**config.mk**
```make
export PLATFORM = sky130hd
export DESIGN_NAME = greedy_word_wrap_flat
export DESIGN_NICKNAME = d
export VERILOG_FILES = /design/src/rtl/ggw_pkg.sv /design/src/rtl/ggw_in_if.sv /design/src/rtl/ggw_out_if.sv /design/src/rtl/ggw_front.sv /design/src/rtl/ggw_queue.sv /design/src/rtl/ggw_back.sv /design/src/rtl/greedy_word_wrap.sv /design/src/flat_wrapper.sv
export SDC_FILE = /design/constraint.sdc
export NUM_CORES = 1
export LEC_CHECK = 0
export BUFFER_PORTS_ARGS = -buffer_cell sky130_fd_sc_hd__buf_2
export CAP_MARGIN = 10
export CORE_ASPECT_RATIO = 0.9
export CORE_MARGIN = 3
export CORE_UTILIZATION = 45
export DETAILED_ROUTE_END_ITERATION = 8
export PLACE_DENSITY = 0.71
export REMOVE_ABC_BUFFERS = 1
export SYNTH_ARGS = -nofsm -noshare
export SYNTH_HDL_FRONTEND = slang
export SYNTH_HIERARCHICAL = 1
export SYNTH_SLANG_ARGS = --single-unit
```
**constraint.sdc**
```tcl
create_clock -name clk -period 10.91 [get_ports clk]
set_input_delay 1.091 -clock clk [delete_from_list [all_inputs] [get_ports clk]]
set_output_delay 1.091 -clock clk [all_outputs]
set_load 0.02 [all_outputs]
```
**src/rtl/ggw_pkg.sv**
```systemverilog
// ggw_pkg: shared types and constants of the greedy word-wrap block
// no dependencies; imported by the front, queue, back and top level

package ggw_pkg;

  // width of the line-width register and the op width field
  localparam int WIDTH_W = 6;
  // reset line width is capped here even when the store is larger
  localparam int WIDTH_RST_CAP = 60;

  // op queue depth between front and back (power of two)
  localparam int QDEPTH = 4;
  localparam int QPTR_W = $clog2(QDEPTH);

  // character codes
  localparam logic [7:0] CH_TAB   = 8'd9;
  localparam logic [7:0] CH_LF    = 8'd10;
  localparam logic [7:0] CH_CR    = 8'd13;
  localparam logic [7:0] CH_SPACE = 8'd32;

  // classified input beat
  typedef enum logic [1:0] {
    OP_CHAR  = 2'd0,
    OP_SPACE = 2'd1,
    OP_END   = 2'd2
  } op_kind_t;

  typedef struct packed {
    op_kind_t             kind;
    logic [7:0]           ch;
    logic [WIDTH_W-1:0]   width;
  } ggw_op_t;

endpackage

```
**src/rtl/ggw_in_if.sv**
```systemverilog
// ggw_in_if: input text channel (valid/ready plus one character beat)
// no dependencies

interface ggw_in_if;
  logic       valid;
  logic       ready;
  logic [7:0] text_byte;
  logic       end_of_text;

  modport source (output valid, text_byte, end_of_text, input ready);
  modport sink   (input valid, text_byte, end_of_text, output ready);
endinterface

```
**src/rtl/ggw_out_if.sv**
```systemverilog
// ggw_out_if: output text channel (valid/ready plus one reflowed byte)
// no dependencies

interface ggw_out_if;
  logic       valid;
  logic       ready;
  logic [7:0] out_byte;
  logic       run_last;
  logic       text_done;

  modport source (output valid, out_byte, run_last, text_done, input ready);
  modport sink   (input valid, out_byte, run_last, text_done, output ready);
endinterface

```
**src/rtl/ggw_front.sv**
```systemverilog
// ggw_front: line-width register and classification of input beats into ops
// depends on ggw_pkg and ggw_in_if

module ggw_front
  import ggw_pkg::*;
#(
  parameter int MAX_WIDTH = 60
) (
  input  logic               clk,
  input  logic               rst,
  input  logic               cfg_wr_en,
  input  logic [WIDTH_W-1:0] cfg_wr_data,
  ggw_in_if.sink             in_ch,
  output logic               push_valid,
  input  logic               push_ready,
  output ggw_op_t            push_op
);

  localparam logic [WIDTH_W-1:0] WMAX = WIDTH_W'(MAX_WIDTH);
  localparam logic [WIDTH_W-1:0] WRST =
    WIDTH_W'(MAX_WIDTH < WIDTH_RST_CAP ? MAX_WIDTH : WIDTH_RST_CAP);

  logic [WIDTH_W-1:0] max_width;
  logic [WIDTH_W-1:0] max_width_next;
  logic               is_space;

  // clamp written width into 1..MAX_WIDTH
  always_comb begin
    if (cfg_wr_data == '0) begin
      max_width_next = WIDTH_W'(1);
    end else if (cfg_wr_data > WMAX) begin
      max_width_next = WMAX;
    end else begin
      max_width_next = cfg_wr_data;
    end
  end

  // line width register
  always_ff @(posedge clk) begin
    if (rst) begin
      max_width <= WRST;
    end else if (cfg_wr_en) begin
      max_width <= max_width_next;
    end
  end

  // whitespace: space, tab, lf, vt, ff, cr
  assign is_space = (in_ch.text_byte == CH_SPACE) ||
                    ((in_ch.text_byte >= CH_TAB) && (in_ch.text_byte <= CH_CR));

  // classify beat and hand it to the queue
  always_comb begin
    if (in_ch.end_of_text) begin
      push_op.kind = OP_END;
    end else if (is_space) begin
      push_op.kind = OP_SPACE;
    end else begin
      push_op.kind = OP_CHAR;
    end
    push_op.ch    = in_ch.text_byte;
    push_op.width = max_width;
  end

  assign push_valid  = in_ch.valid;
  assign in_ch.ready = push_ready;

endmodule

```
**src/rtl/ggw_queue.sv**
```systemverilog
// ggw_queue: short op fifo between the classifying front and the output back
// depends on ggw_pkg

module ggw_queue
  import ggw_pkg::*;
(
  input  logic    clk,
  input  logic    rst,
  input  logic    push_valid,
  output logic    push_ready,
  input  ggw_op_t push_op,
  output logic    pop_valid,
  input  logic    pop_ready,
  output ggw_op_t pop_op
);

  ggw_op_t           slots [QDEPTH];
  logic [QPTR_W-1:0] wr_ptr;
  logic [QPTR_W-1:0] rd_ptr;
  logic [QPTR_W:0]   count;
  logic              do_push;
  logic              do_pop;

  assign push_ready = (count != (QPTR_W + 1)'(QDEPTH));
  assign pop_valid  = (count != '0);
  assign pop_op     = slots[rd_ptr];
  assign do_push    = push_valid && push_ready;
  assign do_pop     = pop_valid && pop_ready;

  // slot storage
  always_ff @(posedge clk) begin
    if (do_push) begin
      slots[wr_ptr] <= push_op;
    end
  end

  // pointers and fill count
  always_ff @(posedge clk) begin
    if (rst) begin
      wr_ptr <= '0;
      rd_ptr <= '0;
      count  <= '0;
    end else begin
      if (do_push) begin
        wr_ptr <= QPTR_W'(wr_ptr + 1'b1);
      end
      if (do_pop) begin
        rd_ptr <= QPTR_W'(rd_ptr + 1'b1);
      end
      if (do_push && !do_pop) begin
        count <= (QPTR_W + 1)'(count + 1'b1);
      end else if (do_pop && !do_push) begin
        count <= (QPTR_W + 1)'(count - 1'b1);
      end
    end
  end

endmodule

```
**src/rtl/ggw_back.sv**
```systemverilog
// ggw_back: word store, row state and byte sequencer that drives the output
// depends on ggw_pkg and ggw_out_if

module ggw_back
  import ggw_pkg::*;
#(
  parameter int MAX_WIDTH = 60
) (
  input  logic    clk,
  input  logic    rst,
  input  logic    pop_valid,
  output logic    pop_ready,
  input  ggw_op_t pop_op,
  ggw_out_if.source out_ch
);

  localparam int LEN_W = $clog2(MAX_WIDTH + 1);
  localparam int IDX_W = (MAX_WIDTH > 1) ? $clog2(MAX_WIDTH) : 1;

  typedef enum logic [6:0] {
    S_IDLE    = 7'b0000001,
    S_PRE_CR  = 7'b0000010,
    S_PRE_LF  = 7'b0000100,
    S_ONE     = 7'b0001000,
    S_WORD    = 7'b0010000,
    S_POST_CR = 7'b0100000,
    S_POST_LF = 7'b1000000
  } state_t;

  state_t             state, state_next;
  logic [LEN_W-1:0]   word_len, word_len_next;
  logic [WIDTH_W-1:0] row_len, row_len_next;
  logic               row_has, row_has_next;
  logic               long_mode, long_mode_next;
  logic [WIDTH_W-1:0] word_width, word_width_next;
  logic [IDX_W-1:0]   emit_last, emit_last_next;
  logic [IDX_W-1:0]   word_idx, word_idx_next;
  logic               do_word, do_word_next;
  logic [1:0]         post_cnt, post_cnt_next;
  logic               is_end, is_end_next;
  logic [7:0]         one_byte, one_byte_next;

  logic [7:0]         mem [MAX_WIDTH];
  logic [7:0]         rd_data;
  logic               wr_en;
  logic [IDX_W-1:0]   wr_addr;

  logic               obuf_valid;
  logic [7:0]         obuf_byte;
  logic               obuf_last;
  logic               obuf_done;
  logic               out_free;
  logic               emit;
  logic [7:0]         emit_byte;
  logic               emit_end;
  state_t             after_pre;

  assign out_free  = !obuf_valid || out_ch.ready;
  assign pop_ready = (state == S_IDLE);
  assign wr_addr   = word_len[IDX_W-1:0];

  // where to go once a leading cr lf or single byte is out
  always_comb begin
    if (do_word) begin
      after_pre = S_WORD;
    end else if (post_cnt != 2'd0) begin
      after_pre = S_POST_CR;
    end else begin
      after_pre = S_IDLE;
    end
  end

  // op dispatch and byte sequencing
  always_comb begin
    logic [LEN_W-1:0] new_len;
    logic [7:0]       width_eff;
    logic [7:0]       fit_sum;
    logic             fit;
    logic             pre_crlf;
    logic             pre_one;
    logic             start_word;
    logic [1:0]       post_n;
    logic [7:0]       one_n;

    state_next      = state;
    word_len_next   = word_len;
    row_len_next    = row_len;
    row_has_next    = row_has;
    long_mode_next  = long_mode;
    word_width_next = word_width;
    emit_last_next  = emit_last;
    word_idx_next   = word_idx;
    do_word_next    = do_word;
    post_cnt_next   = post_cnt;
    is_end_next     = is_end;
    one_byte_next   = one_byte;
    wr_en           = 1'b0;
    emit            = 1'b0;
    emit_byte       = CH_LF;
    emit_end        = 1'b0;

    new_len    = LEN_W'(word_len + 1'b1);
    width_eff  = (word_len == '0) ? 8'(pop_op.width) : 8'(word_width);
    fit_sum    = 8'(row_len) + 8'(word_len) + 8'd1;
    fit        = (fit_sum <= 8'(word_width));
    pre_crlf   = 1'b0;
    pre_one    = 1'b0;
    start_word = 1'b0;
    post_n     = 2'd0;
    one_n      = CH_SPACE;

    unique case (state)
      S_IDLE: begin
        if (pop_valid) begin
          word_idx_next = '0;
          unique case (pop_op.kind) inside
            OP_CHAR: begin
              if (long_mode) begin
                // long word streams straight through
                pre_one = 1'b1;
                one_n   = pop_op.ch;
              end else begin
                wr_en = 1'b1;
                if (word_len == '0) begin
                  word_width_next = pop_op.width;
                end
                if (8'(new_len) >= width_eff) begin
                  // word fills a line: flush it on a line of its own
                  pre_crlf       = row_has;
                  start_word     = 1'b1;
                  emit_last_next = word_len[IDX_W-1:0];
                  word_len_next  = '0;
                  row_len_next   = '0;
                  row_has_next   = 1'b0;
                  long_mode_next = 1'b1;
                end else begin
                  word_len_next = new_len;
                end
              end
            end
            OP_SPACE, OP_END: begin
              // close the pending word
              if (long_mode) begin
                post_n         = 2'd1;
                long_mode_next = 1'b0;
              end else if (word_len != '0) begin
                start_word     = 1'b1;
                emit_last_next = IDX_W'(word_len - 1'b1);
                if (row_has && fit) begin
                  pre_one      = 1'b1;
                  row_len_next = WIDTH_W'(fit_sum);
                end else begin
                  pre_crlf     = row_has;
                  row_len_next = WIDTH_W'(word_len);
                end
                row_has_next  = 1'b1;
                word_len_next = '0;
              end
              // end of text adds the final cr lf and clears the row
              if (pop_op.kind == OP_END) begin
                post_n         = 2'(post_n + 1'b1);
                row_len_next   = '0;
                row_has_next   = 1'b0;
                word_len_next  = '0;
                long_mode_next = 1'b0;
              end
            end
            default: begin
            end
          endcase
          do_word_next  = start_word;
          post_cnt_next = post_n;
          one_byte_next = one_n;
          is_end_next   = (pop_op.kind == OP_END);
          if (pre_crlf) begin
            state_next = S_PRE_CR;
          end else if (pre_one) begin
            state_next = S_ONE;
          end else if (start_word) begin
            state_next = S_WORD;
          end else if (post_n != 2'd0) begin
            state_next = S_POST_CR;
          end else begin
            state_next = S_IDLE;
          end
        end
      end
      S_PRE_CR: begin
        if (out_free) begin
          emit       = 1'b1;
          emit_byte  = CH_CR;
          state_next = S_PRE_LF;
        end
      end
      S_PRE_LF, S_ONE: begin
        if (out_free) begin
          emit       = 1'b1;
          emit_byte  = (state == S_ONE) ? one_byte : CH_LF;
          emit_end   = !do_word && (post_cnt == 2'd0);
          state_next = after_pre;
        end
      end
      S_WORD: begin
        if (out_free) begin
          emit      = 1'b1;
          emit_byte = rd_data;
          if (word_idx == emit_last) begin
            emit_end      = (post_cnt == 2'd0);
            word_idx_next = '0;
            state_next    = (post_cnt != 2'd0) ? S_POST_CR : S_IDLE;
          end else begin
            word_idx_next = IDX_W'(word_idx + 1'b1);
          end
        end
      end
      S_POST_CR: begin
        if (out_free) begin
          emit       = 1'b1;
          emit_byte  = CH_CR;
          state_next = S_POST_LF;
        end
      end
      S_POST_LF: begin
        if (out_free) begin
          emit          = 1'b1;
          emit_byte     = CH_LF;
          emit_end      = (post_cnt == 2'd1);
          post_cnt_next = 2'(post_cnt - 1'b1);
          state_next    = (post_cnt == 2'd2) ? S_POST_CR : S_IDLE;
        end
      end
      default: begin
        state_next = S_IDLE;
      end
    endcase
  end

  // word store, write-first registered read
  always_ff @(posedge clk) begin
    if (wr_en) begin
      mem[wr_addr] <= pop_op.ch;
    end
    if (wr_en && (wr_addr == word_idx_next)) begin
      rd_data <= pop_op.ch;
    end else begin
      rd_data <= mem[word_idx_next];
    end
  end

  // sequencer and row state
  always_ff @(posedge clk) begin
    if (rst) begin
      state      <= S_IDLE;
      word_len   <= '0;
      row_len    <= '0;
      row_has    <= 1'b0;
      long_mode  <= 1'b0;
      word_width <= WIDTH_W'(1);
      word_idx   <= '0;
      do_word    <= 1'b0;
      post_cnt   <= 2'd0;
      is_end     <= 1'b0;
    end else begin
      state      <= state_next;
      word_len   <= word_len_next;
      row_len    <= row_len_next;
      row_has    <= row_has_next;
      long_mode  <= long_mode_next;
      word_width <= word_width_next;
      word_idx   <= word_idx_next;
      do_word    <= do_word_next;
      post_cnt   <= post_cnt_next;
      is_end     <= is_end_next;
    end
  end

  // op payload held across the byte sequence
  always_ff @(posedge clk) begin
    emit_last <= emit_last_next;
    one_byte  <= one_byte_next;
  end

  // output beat register
  always_ff @(posedge clk) begin
    if (rst) begin
      obuf_valid <= 1'b0;
    end else if (emit) begin
      obuf_valid <= 1'b1;
    end else if (out_ch.ready) begin
      obuf_valid <= 1'b0;
    end
  end

  always_ff @(posedge clk) begin
    if (emit) begin
      obuf_byte <= emit_byte;
      obuf_last <= emit_end;
      obuf_done <= emit_end && is_end;
    end
  end

  assign out_ch.valid     = obuf_valid;
  assign out_ch.out_byte  = obuf_byte;
  assign out_ch.run_last  = obuf_last;
  assign out_ch.text_done = obuf_done;

`ifndef SYNTH
  // a buffered word always stays shorter than its latched width
  a_len_below_width: assert property (@(posedge clk) disable iff (rst)
    !long_mode |-> (8'(word_len) < 8'(word_width)))
    else $error("word length reached latched width outside long word mode");

  // nothing is buffered while a long word streams through
  a_long_empty: assert property (@(posedge clk) disable iff (rst)
    long_mode |-> (word_len == '0))
    else $error("characters buffered during long word mode");

  // the final beat of a text is the last lf of its run
  a_done_is_last_lf: assert property (@(posedge clk) disable iff (rst)
    (obuf_valid && obuf_done) |-> (obuf_last && (obuf_byte == CH_LF)))
    else $error("text end flagged on a beat that is not the closing lf");

  // word readout never runs past the buffered length
  a_word_idx_range: assert property (@(posedge clk) disable iff (rst)
    (state == S_WORD) |-> (do_word && (word_idx <= emit_last)))
    else $error("word readout index beyond buffered word");
`endif

endmodule

```
**src/rtl/greedy_word_wrap.sv**
```systemverilog
// greedy_word_wrap: top level of the greedy word-wrap text reflow block
// depends on ggw_pkg, ggw_in_if, ggw_out_if, ggw_front, ggw_queue, ggw_back
//
//   channel   dir  beat                                  handshake
//   in_ch     in   text_byte[7:0], end_of_text           valid/ready
//   out_ch    out  out_byte[7:0], run_last, text_done    valid/ready
//   cfg       in   cfg_wr_data[5:0] (line width)         cfg_wr_en, no wait
//
// A character that only extends the buffered word is written to the word store.
// An item that produces bytes is dispatched from the idle state, then sends one
// byte per cycle while out_ch takes them, via the word store read port and obuf.
// A 4-deep op queue lets the input keep flowing while the back sends bytes.
// Reset (rst, synchronous) clears control state only; the word store needs none.
// A stalled output holds the back sequencer; the input stalls once the queue fills.

module greedy_word_wrap
  import ggw_pkg::*;
#(
  parameter int MAX_WIDTH = 60
) (
  input  logic               clk,
  input  logic               rst,
  input  logic               cfg_wr_en,
  input  logic [WIDTH_W-1:0] cfg_wr_data,
  ggw_in_if.sink             in_ch,
  ggw_out_if.source          out_ch
);

  logic    push_valid;
  logic    push_ready;
  ggw_op_t push_op;
  logic    pop_valid;
  logic    pop_ready;
  ggw_op_t pop_op;

  // classify input beats
  ggw_front #(
    .MAX_WIDTH (MAX_WIDTH)
  ) u_front (
    .clk         (clk),
    .rst         (rst),
    .cfg_wr_en   (cfg_wr_en),
    .cfg_wr_data (cfg_wr_data),
    .in_ch       (in_ch),
    .push_valid  (push_valid),
    .push_ready  (push_ready),
    .push_op     (push_op)
  );

  // op queue between front and back
  ggw_queue u_queue (
    .clk        (clk),
    .rst        (rst),
    .push_valid (push_valid),
    .push_ready (push_ready),
    .push_op    (push_op),
    .pop_valid  (pop_valid),
    .pop_ready  (pop_ready),
    .pop_op     (pop_op)
  );

  // word store and byte sequencer
  ggw_back #(
    .MAX_WIDTH (MAX_WIDTH)
  ) u_back (
    .clk       (clk),
    .rst       (rst),
    .pop_valid (pop_valid),
    .pop_ready (pop_ready),
    .pop_op    (pop_op),
    .out_ch    (out_ch)
  );

endmodule
```
**src/flat_wrapper.sv**
```systemverilog
// flat-port wrapper written by rule: the top's interface ports become plain ports
module greedy_word_wrap_flat import ggw_pkg::*;
#(
  parameter int MAX_WIDTH = 60
)
  (clk, rst, cfg_wr_en, cfg_wr_data, in_ch_valid, in_ch_text_byte, in_ch_end_of_text, in_ch_ready, out_ch_valid, out_ch_out_byte, out_ch_run_last, out_ch_text_done, out_ch_ready);
  ggw_in_if in_ch_i ();
  ggw_out_if out_ch_i ();
  input  logic clk;
  input  logic rst;
  input  logic cfg_wr_en;
  input  logic [WIDTH_W-1:0] cfg_wr_data;
  input wire logic [$bits(in_ch_i.valid)-1:0] in_ch_valid;
  input wire logic [$bits(in_ch_i.text_byte)-1:0] in_ch_text_byte;
  input wire logic [$bits(in_ch_i.end_of_text)-1:0] in_ch_end_of_text;
  output wire logic [$bits(in_ch_i.ready)-1:0] in_ch_ready;
  output wire logic [$bits(out_ch_i.valid)-1:0] out_ch_valid;
  output wire logic [$bits(out_ch_i.out_byte)-1:0] out_ch_out_byte;
  output wire logic [$bits(out_ch_i.run_last)-1:0] out_ch_run_last;
  output wire logic [$bits(out_ch_i.text_done)-1:0] out_ch_text_done;
  input wire logic [$bits(out_ch_i.ready)-1:0] out_ch_ready;
  assign in_ch_i.valid = in_ch_valid;
  assign in_ch_i.text_byte = in_ch_text_byte;
  assign in_ch_i.end_of_text = in_ch_end_of_text;
  assign in_ch_ready = in_ch_i.ready;
  assign out_ch_valid = out_ch_i.valid;
  assign out_ch_out_byte = out_ch_i.out_byte;
  assign out_ch_run_last = out_ch_i.run_last;
  assign out_ch_text_done = out_ch_i.text_done;
  assign out_ch_i.ready = out_ch_ready;
  greedy_word_wrap #(.MAX_WIDTH(MAX_WIDTH)) u_core (.clk(clk), .rst(rst), .cfg_wr_en(cfg_wr_en), .cfg_wr_data(cfg_wr_data), .in_ch(in_ch_i), .out_ch(out_ch_i));
endmodule
```
==> results.yml, run 1 <==
yosys:
  synth.cell_area_um2: 25990
  synth-async-reset-ratio_pct: 0
  ys.warnings.count: 6
  postSynth.topFlopCell: "sky130_fd_sc_hd__edfxtp_1"
  syn-instance-count: 1463
  synth_top_cell_by_area: "sky130_fd_sc_hd__edfxtp_1"
  synth_common_cells: "sky130_fd_sc_hd__edfxtp_1, sky130_fd_sc_hd__mux4_2, sky130_fd_sc_hd__nor2_1"
  avgSynthCellArea_um2: 17.76
  count_leader_synth: "sky130_fd_sc_hd__edfxtp_1"
  synth_cell_types: 76
  post-synth-top-area-fraction_pct: 65.63
  yosys-top-cells-area: "sky130_fd_sc_hd__edfxtp_1, sky130_fd_sc_hd__mux4_2, sky130_fd_sc_hd__dfxtp_1, sky130_fd_sc_hd__nor2_1, sky130_fd_sc_hd__ha_1"
  synth-edff-count: 568
  synth-seq-cells: 627
  ys_seq_area_share_pct: 70.18
detailed_routing:
  detail_route.drc_violations: 0
  avgViaCountPerCell: 5.984
  drt_iter0_drc: 1420
  drt_wl_total_mm: 57.41
  antenna_violating_nets_post_route: 0
  routedWlPerCell_um: 25.03
  routed-via-count: 13720
  drt_pass1_iterations: 6
layout:
  area_growth_from_synthesis_to_final_layout_pct: 10.78
  post-route-cell-area_um2: 28790
  drive_gt1_share_pct: 19.66
  layout.nets: 1544
  final_core_utilization_pct: 51.02
  final-instance-count-excl-fill: 2293
worst_hold_path:
  worst_hold_path_startpoint: "u_core/u_back/row_len[0]"
  hold_path.class: "reg -> reg"
run:
  maxCapViolations: 0
power_and_ir_drop:
  max-vdd-ir-drop_uv: 142.3
  cellPowerDensity_nw_per_um2: 206.9
  p_seq_share_pct: 50.4
  p_int_w: 0.004400
  switching_power_w: 0.001557
  sw_frac_of_total_pct: 26.14
  power.static_leakage_nw: 9.094
  p_clk_share_pct: 35.3
  comb_power_share_pct: 14.3
clock_tree:
  cts_root_buffer: "sky130_fd_sc_hd__clkbuf_16"
  cts-buffers-inserted: 59
  clock_sinks: 627
  tritoncts: "built"
  insertion_delay_ns: 0.64
  post_cts.repair.setup_buffers: 0
  clk_pin_slew_worst_paths_ns: 0.06
  cts-htree-levels: 2
  cts-resized-gates: 0
  clock_path_buffers: 3
  hold_buffers: 0
grt:
  antenna_found_initial: 1
  grtUsageTotal_pct: 19.13
  largest_net_degree_at_the_start_of_global_routing: 62
  via_count_of_the_first_global_routing_pass: 13490
  globalRoute.totalOverflow: 0
  wire_length_of_the_first_global_routing_pass_mm: 86.95
worst_setup_path:
  crit_path_start_kind: "flip-flop"
  worstPathCellList: "mux4_1, inv_1, ha_1, nand3_1, nor2_1"
  crit_slowest_cell: "sky130_fd_sc_hd__dfxtp_1"
  crit_path_end_kind: "flip-flop"
  required_time_of_the_critical_path_ns: 11.17
  crit_path_max_incr_delay_ns: 1.01
  cp_data_arrival_time_ns: 4.87
  critPathMaxFanout: 21
  timing.setup.critical_path_class: "reg -> reg"
sta:
  final.setup_skew_ns: 0.05081
  fin_tns_setup_ns: 0
  setup_violations: 0
  maxClockFrequency_mhz: 216.9
  timing_max_transition_violations_final: 0
  slew-limit-headroom_pct: 21.76
  finalHoldViolCount: 0
  layout_worst_path_cycle_share_pct: 42.26
  worst_pin_slew_ns: 1.169
  setup_repair_after_global_routing_missed_its_margin: "no"
  period_minus_slack_ns: 4.610
floorplanning:
  die_x_um: 259.3
  design.core.area_um2: 56430
  initial_utilization_pct: 46.05
  design.portCount: 32
  rows: 82
  die_area_um2: 60670
  die_height_um: 234.0
placed_design:
  placed_cells_incl_taps: 2179
  detailed_place.area_um2: 26720
  dp_hpwl_mm: 35.18
  port_buffers: 31
  finalWeightedCongestion: 0.8065
status:
  run_status: "finished clean"
path summary, 6_finish.rpt:
kind	to	slack (ns)	cells after the start
worst min register to register	u_core/u_back/row_len[0]	0.47	1
worst max-delay path	u_core/u_back/mem[24][6]	6.30	5
worst min-delay path	u_core/u_back/row_len[0]	0.47	1
worst max register to register	u_core/u_back/mem[24][6]	6.30	5
cell families (layout without fill, tap and decap cells):
kind of cell / Yosys count / count (layout) / share of synthesized area, %
buffers and inverters: 113 / 186 / 2.220
AND/OR/NAND/NOR: 319 / 319 / 6.129
flip-flops: 627 / 627 / 70.18
other: 0 / 1 / 0
adder cells (fa/ha/maj): 38 / 38 / 1.887
XOR/XNOR: 24 / 24 / 0.8089
multiplexers: 189 / 189 / 14.70
AO/OA/AOI/OAI: 153 / 153 / 4.078
power groups by stage:
stage	clock network, W	registers, W	logic (W)
after floorplan	0	0.00303	0.000521
after global placement	0	0.00305	0.000806
after detailed placement	0	0.00305	0.000829
after CTS	0.00213	0.00300	0.000832
after global routing	0.00224	0.00301	0.000931
final	0.00210	0.00300	0.000851
layer usage:
metal / up-vias / routed length, um / global-route usage (%)
li1: 5902 / - / -
met1: 7118 / 24300 / 27.71
met2: 608 / 26820 / 29.56
met3: 94 / 4623 / 3.661
met4: 0 / 1663 / 6.147
met5: - / 0 / 0
cells in the final DEF, fill, tap and decap left out, types with 15 or more instances in the layout:
master	instances
sky130_fd_sc_hd__edfxtp_1	568
sky130_fd_sc_hd__mux4_2	134
sky130_fd_sc_hd__nor2_1	122
sky130_fd_sc_hd__clkbuf_16	60
sky130_fd_sc_hd__dfxtp_1	56
sky130_fd_sc_hd__nand2_1	54
sky130_fd_sc_hd__ha_1	36
sky130_fd_sc_hd__a21oi_1	32
sky130_fd_sc_hd__buf_2	31
sky130_fd_sc_hd__mux2i_1	31
sky130_fd_sc_hd__inv_1	27
sky130_fd_sc_hd__o21ai_0	22
sky130_fd_sc_hd__nor2b_1	19
sky130_fd_sc_hd__nand3_1	18
sky130_fd_sc_hd__xor2_1	18
sky130_fd_sc_hd__clkbuf_1	15
critical path: cells and delay by family, from the launching register on:
kind	cells	cell delay [ns]
multiplexers	1	0.75
flip-flops	1	1.01
AND/OR/NAND/NOR	2	1.74
buffers and inverters	1	0.12
adder cells (fa/ha/maj)	1	0.62
sequential cells by signal, summed over array words and instances, names as in the netlist, 2 cells and up, named ones only:
signal	count
u_core/u_queue/slots	64
u_core/u_front/max_width	6
u_core/u_queue/wr_ptr	2
u_core/u_back/out_ch.out_byte	8
u_core/u_back/state	7
u_core/u_back/emit_last	6
u_core/u_back/row_len	6
u_core/u_back/word_width	6
u_core/u_back/word_len	6
u_core/u_back/word_idx	6
u_core/u_back/post_cnt	2
u_core/u_back/mem	480
u_core/u_queue/count	3
u_core/u_back/one_byte	8
u_core/u_queue/rd_ptr	2
metrics by stage:
step                      hold WS, ns  power [W]  setup slack (ns)
after floorplan                0.4323   0.003552             4.562
after global placement         0.4436   0.003857             6.419
after detailed placement       0.4484   0.003884             6.380
after CTS                      0.4679   0.005970             6.312
after global routing           0.4757   0.006175             5.996
final                          0.4697   0.005957             6.300
final cells by class:
class | instances | area (um^2)
antenna | 1 | 2.502
sequential | 627 | 18250
multi-input combinational | 723 | 7168
timing repair buffer | 47 | 300.3
fill | 4514 | 27640
inverter | 28 | 105.1
clock inverter | 29 | 365.4
clock buffer | 82 | 1654
tap | 756 | 945.9
Note: power is estimated with default switching activity, not from simulation.
==> run 2, diff against run 1 <==
--- a/config.mk
+++ b/config.mk
@@ -11,7 +11,7 @@
 export CORE_MARGIN = 3
 export CORE_UTILIZATION = 45
 export DETAILED_ROUTE_END_ITERATION = 8
-export PLACE_DENSITY = 0.71
+export PLACE_DENSITY = 0.73
 export REMOVE_ABC_BUFFERS = 1
 export SYNTH_ARGS = -nofsm -noshare
 export SYNTH_HDL_FRONTEND = slang
==> constraint.sdc (replaced) <==
create_clock -name clk -period 4.02 [get_ports clk]
set_input_delay 0.402 -clock clk [delete_from_list [all_inputs] [get_ports clk]]
set_output_delay 0.402 -clock clk [all_outputs]
set_load 0.02 [all_outputs]
==> run 2 against run 1 <==
  * Utilization rose by 1.3 points
  * Cell count grew 4.1%
  * Flip-flop and latch count is the same
  * Largest cell class unchanged
  * Highest routed layer unchanged
==> results.yml, run 2 (same netlist as run 1, synthesis figures left out) <==
detailed_routing:
  antenna_violating_nets_post_route: 0
  drt_iter0_drc: 1542
  detail_route.drc_violations: 0
  avgViaCountPerCell: 5.896
  drt_pass1_iterations: 7
  drt_wl_total_mm: 56.87
  routed-via-count: 14080
  routedWlPerCell_um: 23.82
worst_setup_path:
  cp_data_arrival_time_ns: 4.18
  crit_path_end: "u_core/u_back/state[5]"
  crit_path_end_kind: "flip-flop"
  critical_path.reg2reg.endpoint: "u_core/u_back/state[5]"
  r2r_setup_slack_ns: 0.38
  worstPathCellList: "inv_1, ha_1, nor2b_1, nand2_1, buf_4, mux2i_1, ha_1, a21o_1, a31oi_1, o21ai_0, o21ai_0, or4b_2, a311oi_1"
  crit_path_start_kind: "flip-flop"
  crit_slowest_cell: "sky130_fd_sc_hd__or4b_2"
  r2r-start: "u_core/u_back/word_len[0]"
  critPathLaunch: "u_core/u_back/word_len[0]"
  required_time_of_the_critical_path_ns: 4.56
  worstRegToRegCells: 13
  critPathMaxFanout: 6
  timing.setup.critical_path_class: "reg -> reg"
  crit_path_max_incr_delay_ns: 0.61
floorplanning:
  die_area_um2: 60670
  die_x_um: 259.3
  design.portCount: 32
  design.core.area_um2: 56430
  rows: 82
  initial_utilization_pct: 46.05
  die_height_um: 234.0
layout:
  final_core_utilization_pct: 52.31
  layout_common_cells: "sky130_fd_sc_hd__edfxtp_1, sky130_fd_sc_hd__mux4_2, sky130_fd_sc_hd__nor2_1, sky130_fd_sc_hd__buf_4, sky130_fd_sc_hd__clkbuf_16"
  diodes: 0
  layout_commonest_cell: "sky130_fd_sc_hd__edfxtp_1"
  largest_reg_flops: 480
  fillers: 4371
  layout_top_registers: "u_core/u_back/mem (480), u_core/u_queue/slots (64)"
  layout.nets: 1638
  top_register: "u_core/u_back/mem"
  final-seq-area_um2: 18250
  multi_input_comb_area_um2: 7163
  area_growth_from_synthesis_to_final_layout_pct: 13.58
  drive_gt1_share_pct: 24.08
grt:
  largest_net_degree_at_the_start_of_global_routing: 62
  globalRoute.totalOverflow: 0
  via_count_of_the_first_global_routing_pass: 14050
  wire_length_of_the_first_global_routing_pass_mm: 87.02
  antenna_found_initial: 0
  grtUsageTotal_pct: 18.97
placed_design:
  port_buffers: 31
  dp_hpwl_mm: 36.65
  finalWeightedCongestion: 0.8975
clock_tree:
  tritoncts: "built"
  cts-buffers-inserted: 60
  post_cts.repair.setup_buffers: 0
  cts_root_buffer: "sky130_fd_sc_hd__clkbuf_16"
  clock_path_buffers: 3
  clk_pin_slew_worst_paths_ns: 0.06
  clock_sinks: 627
  cts-htree-levels: 2
  cts-resized-gates: 0
  insertion_delay_ns: 0.64
sta:
  worst_pin_slew_ns: 0.9941
  maxClockFrequency_mhz: 274.8
  setup_violations: 0
  slew-limit-headroom_pct: 33.73
  hold-worst-slack_ns: 0.02902
  setup_repair_after_global_routing_missed_its_margin: "no"
  layout_worst_path_cycle_share_pct: 90.54
  period_minus_slack_ns: 3.640
  finalHoldViolCount: 0
  final.setup_skew_ns: 0.03585
  fin_tns_setup_ns: 0
  timing_max_transition_violations_final: 0
power_and_ir_drop:
  power.static_leakage_nw: 9.596
  cellPowerDensity_nw_per_um2: 547.8
  max-vdd-ir-drop_uv: 319.7
worst_hold_path:
  hold_path.class: "in -> reg"
status:
  run_status: "finished clean"
run:
  maxCapViolations: 0
==> run 2: metrics by stage <==
stage	cells	total power [W]	area, um^2	setup WS, ns
after floorplan	1378	0.009640	25520	-2.328
after global placement	2272	0.01048	27470	0.4757
after detailed placement	2272	0.01058	27470	0.4295
after CTS	2388	0.01626	29520	0.4283
after global routing	2388	0.01675	29520	0.1285
final	2388	0.01617	29520	0.3804
==> run 2: repair_timing <==
| item | 4_1_cts | 5_1_grt |
|---|---|---|
| endpoints found under the hold margin | 8 | 0 |
| setup endpoints to repair | 0 | 0 |
| hold buffers | 2 | 0 |
==> run 2: area by class of cell <==
| type | count | area share, % |
|---|---|---|
| clock buffers | 86 | 5.693 |
| clock inverters | 28 | 1.178 |
| inverters | 28 | 0.3561 |
| multi-input cells | 723 | 24.27 |
| flip-flops and latches | 627 | 61.82 |
| well taps | 756 | 3.205 |
| repair buffers | 140 | 3.484 |
==> run 2: power breakdown <==
group          internal [W]  total, W  switching, W  leakage, nW
clock               0.00331   0.00571       0.00240        0.985
combinational      0.000692   0.00238       0.00168         3.02
sequential          0.00795   0.00809      0.000134         5.59
total                0.0120    0.0162       0.00421         9.60
==> run 2: metal layers <==
metal	share of wire (%)	up-vias	wire length (um)	global-route usage, %
met1	42	7258	23740	27.35
li1	-	6106	-	-
met3	8.5	106	4846	3.520
met4	2.4	0	1339	5.517
met2	47	609	26950	29.80
met5	0	-	0	0
==> run 2: how the worst min path moves through the flow <==
stage / slack [ns] / end / startpoint / cells after the start
2_1_floorplan: 0.43 / u_core/u_back/row_len[0] / u_core/u_back/row_len[0] / 1
3_3_place_gp: 0.44 / u_core/u_back/row_len[0] / u_core/u_back/row_len[0] / 1
3_5_place_dp: 0.45 / u_core/u_back/row_len[0] / u_core/u_back/row_len[0] / 1
4_1_cts: 0.003 / u_core/u_queue/slots[2][12] / in_ch_text_byte[6] / 1
5_1_grt: 0.03 / u_core/u_queue/slots[2][12] / in_ch_text_byte[6] / 1
6_report: 0.03 / u_core/u_queue/slots[1][12] / in_ch_text_byte[6] / 1
==> run 2: critical path: cells and delay by family, from the launching register on <==
kind | cells | cell delay (ns)
fa+ha+maj | 2 | 0.47
buf+inv | 2 | 0.29
flops | 1 | 0.45
compound gates | 5 | 1.15
simple gates | 3 | 0.97
mux | 1 | 0.22
==> run 3, diff against run 2 <==
--- a/config.mk
+++ b/config.mk
@@ -10,6 +10,7 @@
 export CORE_ASPECT_RATIO = 0.9
 export CORE_MARGIN = 3
 export CORE_UTILIZATION = 45
+export CTS_BUF_LIST = sky130_fd_sc_hd__clkbuf_4 sky130_fd_sc_hd__clkbuf_8
 export DETAILED_ROUTE_END_ITERATION = 8
 export PLACE_DENSITY = 0.73
 export REMOVE_ABC_BUFFERS = 1
==> run 3 against run 2 <==
  * Combinational power about the same
  * Flip-flop and latch count did not move
  * Worst setup slack got worse by 0.011 ns
==> results.yml, run 3 (same netlist as run 1, synthesis figures left out) <==
layout:
  largest_reg_flops: 480
  final-instance-count-excl-fill: 2463
  top_register: "u_core/u_back/mem"
  area_growth_from_synthesis_to_final_layout_pct: 13.49
  drive_gt1_share_pct: 26.49
  layout_common_cells: "sky130_fd_sc_hd__edfxtp_1, sky130_fd_sc_hd__mux4_2, sky130_fd_sc_hd__nor2_1, sky130_fd_sc_hd__buf_4, sky130_fd_sc_hd__clkbuf_8"
  layout.nets: 1686
  layout_top_registers: "u_core/u_back/mem (480), u_core/u_queue/slots (64)"
  layout_commonest_cell: "sky130_fd_sc_hd__edfxtp_1"
sta:
  period_minus_slack_ns: 3.650
  maxClockFrequency_mhz: 274.0
  setup_repair_after_global_routing_missed_its_margin: "no"
  timing_max_transition_violations_final: 0
  setup_violations: 0
  final.setup_skew_ns: 0.04235
  layout_setup_ws_ns: 0.3699
  layout_worst_path_cycle_share_pct: 90.80
  hold-worst-slack_ns: 0.1004
  slew-limit-headroom_pct: 33.00
  finalHoldViolCount: 0
  worst_pin_slew_ns: 1.003
worst_hold_path:
  hold_path.class: "in -> reg"
worst_setup_path:
  crit_path_end_kind: "flip-flop"
  crit_slowest_cell: "sky130_fd_sc_hd__or4b_2"
  timing.setup.critical_path_class: "reg -> reg"
  critPathMaxFanout: 6
  required_time_of_the_critical_path_ns: 4.61
  crit_path_max_incr_delay_ns: 0.61
  cp_data_arrival_time_ns: 4.24
  worstPathCellList: "inv_1, ha_1, nor2b_1, nand2_1, buf_4, mux2i_1, ha_1, a21o_1, a31oi_1, o21ai_0, o21ai_0, or4b_2, a311oi_1"
  crit_path_start_kind: "flip-flop"
clock_tree:
  post_cts.repair.setup_buffers: 0
  cts-buffers-inserted: 95
  insertion_delay_ns: 0.68
  clock_sinks: 627
  clock_path_buffers: 3
  cts-resized-gates: 0
  tritoncts: "built"
  cts-htree-levels: 3
  hold_buffers: 15
  cts_root_buffer: "sky130_fd_sc_hd__clkbuf_8"
  clk_pin_slew_worst_paths_ns: 0.07
power_and_ir_drop:
  power.static_leakage_nw: 9.659
  cellPowerDensity_nw_per_um2: 529.2
  finalPower_w: 0.01561
  max-vdd-ir-drop_uv: 306.0
grt:
  antenna_found_initial: 1
  largest_net_degree_at_the_start_of_global_routing: 62
  via_count_of_the_first_global_routing_pass: 14210
  globalRoute.totalOverflow: 0
  grtUsageTotal_pct: 18.96
  wire_length_of_the_first_global_routing_pass_mm: 86.68
floorplanning:
  initial_utilization_pct: 46.05
  design.portCount: 32
  rows: 82
  die_x_um: 259.3
  die_area_um2: 60670
  die_height_um: 234.0
  design.core.area_um2: 56430
placed_design:
  placed_cells_incl_taps: 2272
  port_buffers: 31
  finalWeightedCongestion: 0.8975
  place_ws_ns: 0.4295
  dp_hpwl_mm: 36.65
detailed_routing:
  avgViaCountPerCell: 5.790
  drt_iter0_drc: 1501
  drt_wl_total_mm: 56.79
  detail_route.drc_violations: 0
  antenna_violating_nets_post_route: 0
  routedWlPerCell_um: 23.06
  routed-via-count: 14260
  drt_pass1_iterations: 5
run:
  maxCapViolations: 0
status:
  run_status: "finished clean"
-- run 3: power breakdown --
| group | switching [W] | internal, W | total (W) | leakage, nW |
|---|---|---|---|---|
| clock network | 0.00242 | 0.00272 | 0.00513 | 0.994 |
| registers | 0.000133 | 0.00796 | 0.00809 | 5.59 |
| logic | 0.00168 | 0.000701 | 0.00238 | 3.07 |
| total | 0.00423 | 0.0114 | 0.0156 | 9.66 |
-- run 3: path summary, 6_finish.rpt --
check	start	slack (ns)	cells past startpoint	to
worst max-delay path	u_core/u_back/word_len[0]	0.37	13	u_core/u_back/state[5]
worst min-delay path	cfg_wr_en	0.10	2	u_core/u_front/max_width[0]
worst max register to register	u_core/u_back/word_len[0]	0.37	13	u_core/u_back/state[5]
worst min register to register	u_core/u_back/row_len[0]	0.47	1	u_core/u_back/row_len[0]
-- run 3: worst max-delay path, delay by kind of cell, from the launching register on --
kind,cells,cell delay [ns]
buffers and inverters,2,0.29
DFF,1,0.45
AOI/OAI and AO/OA,5,1.16
and+or+nand+nor,3,0.97
muxes,1,0.21
adders and majority gates,2,0.47
-- run 3: cell type report --
cell class	count	area [um^2]
flip-flops and latches	627	18250
clock inverters	53	330.3
repair buffers	153	1159
fillers	4383	26940
inverters	28	105.1
well taps	756	945.9
diodes	1	2.502
multi-input cells	723	7163
clock buffers	122	1541
-- run 3: stage by stage --
step	area [um^2]	TNS, ns	util, %
after floorplan	25520	-17.28	-
after CTS	29490	0	52.26
after global routing	29490	0	52.27
final	29490	0	52.27
after detailed placement	27470	0	48.68
after global placement	27470	0	48.68
-- run 3: per-layer routing --
metal / global-route usage, % / share of wire, % / up-vias
met5: 0 / 0 / -
li1: - / - / 6208
met4: 5.429 / 2.1 / 0
met3: 4.632 / 8.5 / 98
met2: 29.54 / 47 / 643
met1: 26.85 / 42 / 7311
